==> src/rtl/jsc_pkg.sv <==
// jsc_pkg: shared types, constants and helpers of the joystick sample classifier
// no dependencies; imported by every module of the block

package jsc_pkg;

  // configuration register indexes
  localparam logic REG_DEADZONE = 1'b0;
  localparam logic REG_MOVE_THR = 1'b1;

  localparam logic [14:0] DEADZONE_RESET = 15'd8191;
  localparam logic [14:0] MOVE_THR_RESET = 15'd128;

  // full scale and the 95 percent edge level, 32767 * 95 / 100 truncated
  localparam logic [15:0] AXIS_FULL  = 16'd32767;
  localparam logic [15:0] EDGE_LEVEL = 16'd31128;
  localparam logic [7:0]  MAG_CLAMP  = 8'd142;

  // first bit weight of the square root
  localparam logic [30:0] ROOT_FIRST_BIT = 31'h4000_0000;

  // stick class codes
  localparam logic [2:0] CLS_CENTRE   = 3'd0;
  localparam logic [2:0] CLS_DEADZONE = 3'd1;
  localparam logic [2:0] CLS_SNAP_X   = 3'd2;
  localparam logic [2:0] CLS_SNAP_Y   = 3'd3;
  localparam logic [2:0] CLS_DIAGONAL = 3'd4;
  localparam logic [2:0] CLS_EDGE     = 3'd5;
  localparam logic [2:0] CLS_ACTIVE   = 3'd6;

  typedef struct packed {
    logic signed [15:0] axis_x;
    logic signed [15:0] axis_y;
  } in_word_t;

  typedef struct packed {
    logic signed [7:0] x_percent;
    logic signed [7:0] y_percent;
    logic [7:0]        magnitude_percent;
    logic [2:0]        stick_class;
    logic [6:0]        peak_x_percent;
    logic [6:0]        peak_y_percent;
  } out_word_t;

  // queue status seen by the back part
  typedef struct packed {
    logic     empty;
    in_word_t head;
  } queue_stat_t;

  // n / 32767 for n below 2^23: shift by 15, then one correction step
  function automatic logic [7:0] pct_of(input logic [22:0] n);
    logic [7:0]  q0;
    logic [15:0] r;
    q0 = n[22:15];
    r  = {1'b0, n[14:0]} + {8'd0, q0};
    return (r >= AXIS_FULL) ? q0 + 8'd1 : q0;
  endfunction

endpackage

==> src/rtl/joystick_sample_classifier_core.sv <==
// joystick_sample_classifier_core: top level with configuration registers
// a moving sample is queued; the back part pops it, squares, sums and takes the root,
// then loads the result once the output is free; one word at a time, root loop of 16 steps
// samples that do not move are taken while the queue is not full and give no word
// reset: asynchronous active low; position and peaks clear, registers take defaults
// depends on jsc_pkg, jsc_front, jsc_queue and jsc_back

module joystick_sample_classifier_core import jsc_pkg::*; #(
  parameter int unsigned QUEUE_DEPTH = 2
) (
  input  logic        clk_i,
  input  logic        rst_ni,
  input  logic        in_valid_i,
  output logic        in_stall_o,
  input  in_word_t    in_word_i,
  output logic        out_valid_o,
  input  logic        out_stall_i,
  output out_word_t   out_word_o,
  input  logic        cfg_we_i,
  input  logic        cfg_idx_i,
  input  logic [14:0] cfg_data_i
);

  logic [14:0] deadzone_q;
  logic [14:0] move_thr_q;
  logic        push;
  in_word_t    push_word;
  logic        pop;
  logic        queue_full;
  queue_stat_t queue_stat;

  // configuration registers
  always_ff @(posedge clk_i or negedge rst_ni) begin
    if (!rst_ni) begin
      deadzone_q <= DEADZONE_RESET;
      move_thr_q <= MOVE_THR_RESET;
    end else if (cfg_we_i) begin
      case (cfg_idx_i)
        REG_DEADZONE: deadzone_q <= cfg_data_i;
        REG_MOVE_THR: move_thr_q <= cfg_data_i;
        default: begin
        end
      endcase
    end
  end

  jsc_front u_front (
    .clk_i        (clk_i),
    .rst_ni       (rst_ni),
    .in_valid_i   (in_valid_i),
    .in_stall_o   (in_stall_o),
    .in_word_i    (in_word_i),
    .move_thr_i   (move_thr_q),
    .queue_full_i (queue_full),
    .push_o       (push),
    .push_word_o  (push_word)
  );

  jsc_queue #(
    .DEPTH (QUEUE_DEPTH)
  ) u_queue (
    .clk_i       (clk_i),
    .rst_ni      (rst_ni),
    .push_i      (push),
    .push_word_i (push_word),
    .pop_i       (pop),
    .full_o      (queue_full),
    .stat_o      (queue_stat)
  );

  jsc_back u_back (
    .clk_i       (clk_i),
    .rst_ni      (rst_ni),
    .deadzone_i  (deadzone_q),
    .queue_i     (queue_stat),
    .pop_o       (pop),
    .out_valid_o (out_valid_o),
    .out_stall_i (out_stall_i),
    .out_word_o  (out_word_o)
  );

endmodule

==> src/rtl/jsc_queue.sv <==
// jsc_queue: small register queue of accepted stick words between front and back
// depends on jsc_pkg for the word and status types

module jsc_queue import jsc_pkg::*; #(
  parameter int unsigned DEPTH = 2
) (
  input  logic        clk_i,
  input  logic        rst_ni,
  input  logic        push_i,
  input  in_word_t    push_word_i,
  input  logic        pop_i,
  output logic        full_o,
  output queue_stat_t stat_o
);

  localparam int unsigned PW = (DEPTH > 1) ? $clog2(DEPTH) : 1;
  localparam int unsigned CW = $clog2(DEPTH + 1);
  localparam logic [PW-1:0] LAST_PTR = PW'(DEPTH - 1);
  localparam logic [CW-1:0] FULL_CNT = CW'(DEPTH);

  in_word_t      mem_q [DEPTH];
  logic [PW-1:0] wr_ptr_q, wr_ptr_d;
  logic [PW-1:0] rd_ptr_q, rd_ptr_d;
  logic [CW-1:0] count_q, count_d;

  assign full_o       = (count_q == FULL_CNT);
  assign stat_o.empty = (count_q == '0);
  assign stat_o.head  = mem_q[rd_ptr_q];

  // pointer and fill count update
  always_comb begin
    wr_ptr_d = wr_ptr_q;
    rd_ptr_d = rd_ptr_q;
    count_d  = count_q;
    if (push_i) begin
      wr_ptr_d = (wr_ptr_q == LAST_PTR) ? '0 : wr_ptr_q + PW'(1);
    end
    if (pop_i) begin
      rd_ptr_d = (rd_ptr_q == LAST_PTR) ? '0 : rd_ptr_q + PW'(1);
    end
    if (push_i && !pop_i) begin
      count_d = count_q + CW'(1);
    end else if (pop_i && !push_i) begin
      count_d = count_q - CW'(1);
    end
  end

  always_ff @(posedge clk_i or negedge rst_ni) begin
    if (!rst_ni) begin
      wr_ptr_q <= '0;
      rd_ptr_q <= '0;
      count_q  <= '0;
    end else begin
      wr_ptr_q <= wr_ptr_d;
      rd_ptr_q <= rd_ptr_d;
      count_q  <= count_d;
    end
  end

  // storage, no reset
  always_ff @(posedge clk_i) begin
    if (push_i) begin
      mem_q[wr_ptr_q] <= push_word_i;
    end
  end

endmodule

==> src/rtl/jsc_front.sv <==
// jsc_front: input handshake and move filter against the last accepted position
// depends on jsc_pkg for the input word type

module jsc_front import jsc_pkg::*; (
  input  logic        clk_i,
  input  logic        rst_ni,
  input  logic        in_valid_i,
  output logic        in_stall_o,
  input  in_word_t    in_word_i,
  input  logic [14:0] move_thr_i,
  input  logic        queue_full_i,
  output logic        push_o,
  output in_word_t    push_word_o
);

  logic signed [15:0] last_x_q, last_y_q;
  logic signed [16:0] dx, dy;
  logic [16:0]        adx, ady;
  logic               moved;

  // per-axis distance from the last accepted position
  always_comb begin
    dx    = 17'(in_word_i.axis_x) - 17'(last_x_q);
    dy    = 17'(in_word_i.axis_y) - 17'(last_y_q);
    adx   = dx[16] ? 17'(-dx) : 17'(dx);
    ady   = dy[16] ? 17'(-dy) : 17'(dy);
    moved = (adx >= {2'b00, move_thr_i}) || (ady >= {2'b00, move_thr_i});
  end

  assign in_stall_o  = queue_full_i;
  assign push_o      = in_valid_i && !queue_full_i && moved;
  assign push_word_o = in_word_i;

  // last accepted position
  always_ff @(posedge clk_i or negedge rst_ni) begin
    if (!rst_ni) begin
      last_x_q <= '0;
      last_y_q <= '0;
    end else if (push_o) begin
      last_x_q <= in_word_i.axis_x;
      last_y_q <= in_word_i.axis_y;
    end
  end

endmodule

==> src/rtl/jsc_back.sv <==
// jsc_back: squares, iterative square root, percentages, class and peaks
// depends on jsc_pkg for word types, class codes and the percent helper

module jsc_back import jsc_pkg::*; (
  input  logic        clk_i,
  input  logic        rst_ni,
  input  logic [14:0] deadzone_i,
  input  queue_stat_t queue_i,
  output logic        pop_o,
  output logic        out_valid_o,
  input  logic        out_stall_i,
  output out_word_t   out_word_o
);

  typedef enum logic [4:0] {
    S_IDLE = 5'b00001,
    S_SQR  = 5'b00010,
    S_SUM  = 5'b00100,
    S_ROOT = 5'b01000,
    S_FIN  = 5'b10000
  } state_e;

  state_e      state_q, state_d;
  logic [15:0] ax_q, ay_q;
  logic        x_neg_q, y_neg_q;
  logic [31:0] sqx_q, sqy_q;
  logic [31:0] rem_q, rem_d;
  logic [31:0] root_q, root_d;
  logic [30:0] bit_q, bit_d;
  logic [6:0]  peak_x_q, peak_x_d;
  logic [6:0]  peak_y_q, peak_y_d;
  logic        out_valid_q, out_valid_d;
  out_word_t   out_word_q, out_word_d;

  logic [31:0] trial;
  logic [15:0] ax_in, ay_in;
  logic [15:0] mag;
  logic [7:0]  pxa, pya, mpct;
  logic [15:0] mx, diff;
  logic [2:0]  cls;
  logic        out_free;

  // absolute values of the queue head
  always_comb begin
    ax_in = queue_i.head.axis_x[15] ? 16'(-queue_i.head.axis_x) : 16'(queue_i.head.axis_x);
    ay_in = queue_i.head.axis_y[15] ? 16'(-queue_i.head.axis_y) : 16'(queue_i.head.axis_y);
  end

  // percentages and classification of the finished root
  always_comb begin
    mag  = root_q[15:0];
    pxa  = pct_of(23'({7'd0, ax_q} * 23'd100));
    pya  = pct_of(23'({7'd0, ay_q} * 23'd100));
    mpct = pct_of(23'({7'd0, mag} * 23'd100));
    if (mpct > MAG_CLAMP) begin
      mpct = MAG_CLAMP;
    end
    mx   = (ax_q > ay_q) ? ax_q : ay_q;
    diff = (ax_q > ay_q) ? ax_q - ay_q : ay_q - ax_q;
    if ({3'd0, deadzone_i} >= 18'({2'd0, mag} * 18'd3)) begin
      cls = CLS_CENTRE;
    end else if (mag <= {1'b0, deadzone_i}) begin
      cls = CLS_DEADZONE;
    end else if (ax_q > {deadzone_i, 1'b0} && ay_q <= (ax_q >> 3)) begin
      cls = CLS_SNAP_X;
    end else if (ay_q > {deadzone_i, 1'b0} && ax_q <= (ay_q >> 3)) begin
      cls = CLS_SNAP_Y;
    end else if (ax_q > {1'b0, deadzone_i} && ay_q > {1'b0, deadzone_i} &&
                 19'({3'd0, diff} * 19'd5) <= {3'd0, mx}) begin
      cls = CLS_DIAGONAL;
    end else if (mx >= EDGE_LEVEL) begin
      cls = CLS_EDGE;
    end else begin
      cls = CLS_ACTIVE;
    end
  end

  assign trial    = root_q + {1'b0, bit_q};
  assign out_free = !out_valid_q || !out_stall_i;
  assign pop_o    = (state_q == S_IDLE) && !queue_i.empty;

  // sequencer
  always_comb begin
    state_d     = state_q;
    rem_d       = rem_q;
    root_d      = root_q;
    bit_d       = bit_q;
    peak_x_d    = peak_x_q;
    peak_y_d    = peak_y_q;
    out_valid_d = out_valid_q && out_stall_i;
    out_word_d  = out_word_q;
    case (state_q)
      S_IDLE: begin
        if (!queue_i.empty) begin
          state_d = S_SQR;
        end
      end
      S_SQR: begin
        state_d = S_SUM;
      end
      S_SUM: begin
        rem_d   = sqx_q + sqy_q;
        root_d  = '0;
        bit_d   = ROOT_FIRST_BIT;
        state_d = S_ROOT;
      end
      S_ROOT: begin
        // one result bit a cycle
        if (rem_q >= trial) begin
          rem_d  = rem_q - trial;
          root_d = (root_q >> 1) + {1'b0, bit_q};
        end else begin
          root_d = root_q >> 1;
        end
        bit_d = bit_q >> 2;
        if (bit_q[0]) begin
          state_d = S_FIN;
        end
      end
      S_FIN: begin
        // load the output register once it is free
        if (out_free) begin
          if (pxa[6:0] > peak_x_q) begin
            peak_x_d = pxa[6:0];
          end
          if (pya[6:0] > peak_y_q) begin
            peak_y_d = pya[6:0];
          end
          out_valid_d                  = 1'b1;
          out_word_d.x_percent         = x_neg_q ? 8'(-pxa) : pxa;
          out_word_d.y_percent         = y_neg_q ? 8'(-pya) : pya;
          out_word_d.magnitude_percent = mpct;
          out_word_d.stick_class       = cls;
          out_word_d.peak_x_percent    = peak_x_d;
          out_word_d.peak_y_percent    = peak_y_d;
          state_d                      = S_IDLE;
        end
      end
      default: begin
        state_d = S_IDLE;
      end
    endcase
  end

  always_ff @(posedge clk_i or negedge rst_ni) begin
    if (!rst_ni) begin
      state_q     <= S_IDLE;
      peak_x_q    <= '0;
      peak_y_q    <= '0;
      out_valid_q <= 1'b0;
    end else begin
      state_q     <= state_d;
      peak_x_q    <= peak_x_d;
      peak_y_q    <= peak_y_d;
      out_valid_q <= out_valid_d;
    end
  end

  // datapath registers, no reset
  always_ff @(posedge clk_i) begin
    if (pop_o) begin
      ax_q    <= ax_in;
      ay_q    <= ay_in;
      x_neg_q <= queue_i.head.axis_x[15];
      y_neg_q <= queue_i.head.axis_y[15];
    end
    if (state_q == S_SQR) begin
      sqx_q <= {16'd0, ax_q} * {16'd0, ax_q};
      sqy_q <= {16'd0, ay_q} * {16'd0, ay_q};
    end
    rem_q      <= rem_d;
    root_q     <= root_d;
    bit_q      <= bit_d;
    out_word_q <= out_word_d;
  end

  assign out_valid_o = out_valid_q;
  assign out_word_o  = out_word_q;

endmodule

==> config.mk <==
export PLATFORM = sky130hd
export DESIGN_NAME = joystick_sample_classifier_core
export DESIGN_NICKNAME = d
export VERILOG_FILES = /design/src/rtl/jsc_pkg.sv /design/src/rtl/joystick_sample_classifier_core.sv /design/src/rtl/jsc_queue.sv /design/src/rtl/jsc_front.sv /design/src/rtl/jsc_back.sv
export SDC_FILE = /design/constraint.sdc
export NUM_CORES = 2
export LEC_CHECK = 0
export BUFFER_PORTS_ARGS = -buffer_cell sky130_fd_sc_hd__buf_4
export CAP_MARGIN = 20
export CELL_PAD_IN_SITES_DETAIL_PLACEMENT = 1
export CELL_PAD_IN_SITES_GLOBAL_PLACEMENT = 2
export CORE_AREA = 2 2 375 377
export CTS_CLUSTER_SIZE = 10
export DETAILED_ROUTE_END_ITERATION = 7
export DIE_AREA = 0 0 377 379
export PLACE_DENSITY = 0.73
export SYNTH_ARGS = -nofsm -noshare
export SYNTH_HDL_FRONTEND = slang
export SYNTH_HIERARCHICAL = 1
export SYNTH_SLANG_ARGS = --single-unit
==> constraint.sdc <==
create_clock -name clk_i -period 18.7 [get_ports clk_i]
set_clock_uncertainty 0.1 [all_clocks]
set_input_delay 3.74 -clock clk_i [delete_from_list [all_inputs] [get_ports clk_i]]
set_output_delay 3.74 -clock clk_i [all_outputs]
set_load 0.02 [all_outputs]
# == After elaboration in Yosys (flattened, before gate mapping) ==
# Memory sizes are Yosys's and may differ from the RTL's.
# Index checks and enable logic that the tools add are counted.
# word_totals
register_bits,320
ram_bits,64
inputBits,53
output_inout_bits,43
mem_count,1
# op_classes
addsub,24
n_mul,7
n_lt_le_gt_ge,20
eq_ne,10
muxes,35
bitwise,1
n_reduce_logical,28
# memory_table
name,depth,word_bits,rd,rd_ports_with_merged_regs,write_ports,line,rtl
u_queue.mem_q,2,32,1,0,1,jsc_queue.sv:21,in_word_t mem_q [DEPTH];
# ops
operator,n
$pmux 32 s2,2
$ge 16x15->1 const B,4
$mul 16x16->32,2
$mux 32,2
$mul 16x5->21 const B,3
$pmux 31 s2,1
$add 15x8->16,3
$gt 16x16->1,3
$mux 8,5
$ge 17x15->1,2
$mux 17,2
$neg 17->17,2
$sub 16x16->17,2
$add 31x31->32,1
$add 32x31->32,1
$add 32x32->32,1
$ge 32x32->1,1
$gt 16x15->1,2
$le 16x13->1,2
$mux 16,2
$neg 16->16,2
$sub 16x16->16,2
$sub 32x32->32,1
$mux 15,2
35 further kinds,75

# == Logic depth before layout (Yosys ltp) ==
# logic_depth
ltp_word,10
ltp_mapped,44

# == Hierarchy ==
# The synthesis kept the hierarchy.
# by_module_without_submodules
module,instances,cells_per_inst,area_per_inst_um2
jsc_back,1,4215,39589.2
jsc_front,1,569,4762.1
jsc_queue,1,116,2648.8
joystick_sample_classifier_core,1,65,1192.4

# == Least setup slack after synthesis ==
# No wires, ideal clock.
# synth_path
kind,input to register
from,in in_word_i[16] (netlist bit)
to,"mem u_queue/mem_q[0][0] (netlist bit), enable pin"
arrival_ps,9729
setup_slack_ps,8446
cell_stages,24
cell_sequence,inv_1 > ha_1 > fa_1 > nand2b_1 > a211oi_1 > o21ai_0 > o31ai_1 > o31ai_1 > a31oi_1 > clkbuf_1 > nor2_1 > xor2_1 > ha_1 > nand3_1 > o22ai_1 > o21a_1 > nor3_1 > o311ai_0 > nor2_1 > a21oi_1 > a2bb2oi_2 > buf_6 > inv_1 > nor2b_1
# synth_via
elab_chain_len,8
# synth_rtl
item,line,rtl
start: declaration,joystick_sample_classifier_core.sv:15,"input in_word_t in_word_i,"
$sub 16x16->17 *,jsc_front.sv:23,dx = 17'(in_word_i.axis_x) - 17'(last_x_q);
$neg 17->17,jsc_front.sv:25,adx = dx[16] ? 17'(-dx) : 17'(dx);
$mux 17 *,jsc_front.sv:25,
$ge 17x15->1 *,jsc_front.sv:27,"moved = (adx >= {2'b00, move_thr_i}) || (ady >= {2'b00, move_thr_i});"
$logic_or 1x1->1 *,jsc_front.sv:27,
$logic_and 1x1->1 *,jsc_front.sv:31,assign push_o = in_valid_i && !queue_full_i && moved;
named net push,joystick_sample_classifier_core.sv:26,logic push;
$mux 1 *,jsc_queue.sv:62,if (push_i) begin
$mux 1 (implied by the code) *,jsc_queue.sv:63,mem_q[wr_ptr_q] <= push_word_i;
end: declaration,jsc_queue.sv:21,
# Mark *: on every way through the listed nets, which the timed path passes. The rest lies on a longest branch.

# == Worst setup path in the final report ==
# layout_path
from,reg u_back.ax_q[7]
to,reg u_back.out_word_q (netlist bit u_back/out_word_o[14]) (data pin)
# layout_via
elab_chain_len,9
word_cells_on_any_way,21
classes_between,add/sub (2); mul (1); order compare (7); mux (7); reduce/logical (4)
# layout_rtl
item,line,rtl
start: declaration,jsc_back.sv:24,"logic [15:0] ax_q, ay_q;"
start signal: assignment,jsc_back.sv:162,ax_q <= ax_in;
$sub 16x16->16 / $gt 16x16->1 (equally long branches),"jsc_back.sv:59, jsc_back.sv:58",
$mux 16,jsc_back.sv:59,diff = (ax_q > ay_q) ? ax_q - ay_q : ay_q - ax_q;
$mul 16x3->19,jsc_back.sv:69,"19'({3'd0, diff} * 19'd5) <= {3'd0, mx}) begin"
$le 19x16->1,jsc_back.sv:69,
$logic_and 1x1->1,jsc_back.sv:68,"end else if (ax_q > {1'b0, deadzone_i} && ay_q > {1'b0, deadzone_i} &&"
$mux 2,jsc_back.sv:68,
$mux 2,jsc_back.sv:66,"end else if (ay_q > {deadzone_i, 1'b0} && ax_q <= (ay_q >> 3)) begin"
$mux 2 *,jsc_back.sv:64,"end else if (ax_q > {deadzone_i, 1'b0} && ay_q <= (ax_q >> 3)) begin"
$mux 1 *,jsc_back.sv:62,"end else if (mag <= {1'b0, deadzone_i}) begin"
end signal: assignment,jsc_back.sv:174,out_word_q <= out_word_d;
end: declaration,jsc_back.sv:33,"out_word_t out_word_q, out_word_d;"
# Mark *: on every way between the ends. The rest lies on a longest branch, timed or not.
# A chain may end at the register's enable or synchronous reset.

==> flow_summary.json <==
{
  "final_cells": 6907,
  "cap_violations": 0,
  "core-area_um2": 139000,
  "yosysTopAreaCellShare_pct": 19.9,
  "cpPeakStageDelay_ns": 0.66,
  "area_growth_pct": 9.26,
  "synth_top_family_by_area": "adder cells",
  "synth.area.mux_share_pct": 4.14,
  "grt_pass1_wl_um": 227000,
  "worstPathRequired_ns": 18.95,
  "crit_path_end": "u_back/out_word_o[14]",
  "r2r-start": "u_back/ax_q[7]",
  "antenna-diode-count": 0,
  "setup.worst_path.class": "reg -> reg",
  "clock_path_buffers": 3,
  "die-area_um2": 143000,
  "synth_fa_ha_area_share_pct": 35.8,
  "setup_tns_ns": 0,
  "grt_pass1_vias": 38800,
  "start_util_pct": 34.7,
  "fin_nets": 6263,
  "async_flop_share_pct": 23.4,
  "ys_seq_area_share_pct": 22.0,
  "cts_max_level": 2,
  "first_iter_violations": 1482,
  "detail-route-antenna-nets": 0,
  "ctsHoldBuffers": 0,
  "status": "complete, no violations",
  "die_h_um": 379,
  "r2r_cells": 36,
  "drc": 0,
  "critPathArrivalTime_ns": 9.70,
  "crit_start": "u_back/ax_q[7]",
  "synthXorXnorAreaFrac_pct": 6.38,
  "setup_viol": 0,
  "regArea_um2": 10600,
  "routed_via_density": 5.22,
  "grt_start_max_net_pins": 63,
  "die_w_um": 377,
  "syn_area_um2": 48200,
  "crit_path_start_kind": "register",
  "cts_num_sinks": 367,
  "holdPathStages": 1,
  "critPathSlowestCell": "ha_1",
  "stdcell_area_um2": 52700,
  "multi_input_area_um2": 34300,
  "cts_root_buffer": "clkbuf_16",
  "rsz0062_at_grt": "no",
  "gp_congestion": 0.841,
  "wl_per_cell_um": 21.3,
  "synth_top_cell_by_area": "ha_1",
  "num_io_pins": 96,
  "insertion_delay_ns": 0.63,
  "placed_cells": 6813,
  "synth_most_common_cell": "ha_1",
  "drt-pass1-iter-count": 5,
  "drive_gt1_share_pct": 9.20,
  "synth_fp_nets": 6167,
  "r2r_end": "u_back/out_word_o[14]",
  "tightest_slew_ns": 1.02,
  "routed_wl_um": 147000,
  "synth.avg_cell_area_um2": 9.71,
  "yosysWarnings": 6,
  "hpwl_um": 117000,
  "antenna_found_initial": 6,
  "dpl_cell_area_um2": 51000,
  "slew_violations": 0,
  "synth_edf_count": 281,
  "synth_area_leaders": "ha_1, edfxtp_1, fa_1, inv_1, xnor2_1",
  "cts_buffers": 51,
  "nFillCells": 15800,
  "placement.io_buffers": 95,
  "relSlewSlack_pct": 31.9,
  "hold_viol_final": 0,
  "post_cts_buffers": 0,
  "fin_crit_ns": 9.45,
  "yosys-top-cells-count": "ha_1, inv_1, fa_1, nor2_1, nand2_1",
  "vias": 36100,
  "cts-resized-gates": 0,
  "ys.flop_type": "edfxtp_1",
  "synth-compound-area-share_pct": 13.0,
  "hp-class": "reg -> reg",
  "grtUsageTotal_pct": 20.6,
  "post-route-period-util_pct": 50.5,
  "r2r_slack_ns": 9.25,
  "overflow": 0,
  "cts_tree": "yes",
  "rows": 137,
  "fmax_ghz": 0.106,
  "cp-end-kind": "register",
  "netlist_instances": 4965,
  "synth_simple_gate_area_share_pct": 11.7,
  "fin_util_pct": 37.9,
  "synth_seq_cells": 367,
  "clk_pin_slew_worst_paths_ns": 0.06,
  "crit_fanout": 40,
  "yosysUniqueCellTypes": 105
}
## flip-flops by register name, summed over array words and instances (netlist names), 15 cells and up
register	count
u_queue/mem_q	64
u_back/sqy_q	31
u_back/ay_q	16
u_front/last_y_q	16
u_front/last_x_q	16
move_thr_q	15
u_back/out_word_o	41
u_back/sqx_q	31
u_back/rem_q	32
u_back/bit_q	16
u_back/root_q	32
u_back/ax_q	16
deadzone_q	15
## worst min-delay path by stage
| stage | start | endpoint | slack (ns) |
|---|---|---|---|
| floorplan | u_queue/wr_ptr_q | u_queue/wr_ptr_q | 0.36 |
| global placement | u_queue/count_q[1] | u_queue/count_q[1] | 0.37 |
| detailed placement | u_queue/count_q[1] | u_queue/count_q[1] | 0.38 |
| CTS | u_queue/count_q[1] | u_queue/count_q[1] | 0.39 |
| global route | u_queue/count_q[1] | u_queue/count_q[1] | 0.40 |
| finish | u_queue/count_q[1] | u_queue/count_q[1] | 0.38 |
## critical path: cells and delay by family, from the launching register on
family	cells	cell delay, ns
AOI/OAI and AO/OA	17	3.11
xor gates and xnor gates	1	0.27
adders and majority gates	4	1.57
buffers and inverters	3	1.45
DFF	1	0.31
muxes	2	0.66
and+or+nand+nor	9	1.67
## logic make-up after synthesis
family,Yosys count
xor+xnor,347
buf+inv,822
flops,367
mux,157
compound gates,949
simple gates,1173
fa+ha+maj,1150
## per-stage QoR
step | setup WS, ns | hold slack [ns]
3_5_place_dp | 8.39 | 0.380
2_1_floorplan | 8.45 | 0.355
3_3_place_gp | 8.54 | 0.375
5_1_grt | 8.43 | 0.402
6_report | 9.25 | 0.383
4_1_cts | 9.04 | 0.387
## metal layers
layer  up-vias  global-route usage, %  part of all wire [%]
met4         0                   6.69                   3.4
met1     18000                   27.4                    47
met3       165                   2.12                   3.0
met5         -                      0                     0
li1      17400                      -                     -
met2       481                   35.1                    47
## area by class of cell
type	instances	share of cell area (%)
repair buffers	159	2.29
flip-flops and latches	367	20.1
clock inverters	18	0.285
inverters	706	5.04
clock buffers	74	2.75
multi-input cells	3776	65.2
well taps	1807	4.29
## layout by cell type (no fill, tap or decap), types with 14 or more instances in the layout
| cell | n |
|---|---|
| ha_1 | 765 |
| inv_1 | 685 |
| fa_1 | 384 |
| nor2_1 | 367 |
| nand2_1 | 315 |
| edfxtp_1 | 281 |
| a21oi_1 | 241 |
| xnor2_1 | 224 |
| o21ai_0 | 178 |
| buf_4 | 157 |
| xor2_1 | 120 |
| a21o_1 | 114 |
| mux2_4 | 71 |
| dfrtp_1 | 70 |
| nand4_1 | 64 |
| nand3_1 | 64 |
| nor2b_1 | 64 |
| o21a_1 | 59 |
| nor3_1 | 58 |
| a31oi_1 | 57 |
| mux2_2 | 54 |
| clkbuf_16 | 54 |
| nand2b_1 | 48 |
| a211oi_1 | 41 |
| o21bai_1 | 35 |
| o31ai_1 | 35 |
| and2_1 | 30 |
| mux2i_1 | 30 |
| or3_1 | 29 |
| a31o_2 | 29 |
| and3_1 | 25 |
| or2_2 | 23 |
| o211ai_1 | 19 |
| clkbuf_1 | 18 |
| nor4_1 | 16 |
| dfstp_2 | 15 |
| clkinv_1 | 14 |
Power is not shown: default switching activity piles up to over one toggle a cycle in this logic, so the estimate is an artifact.
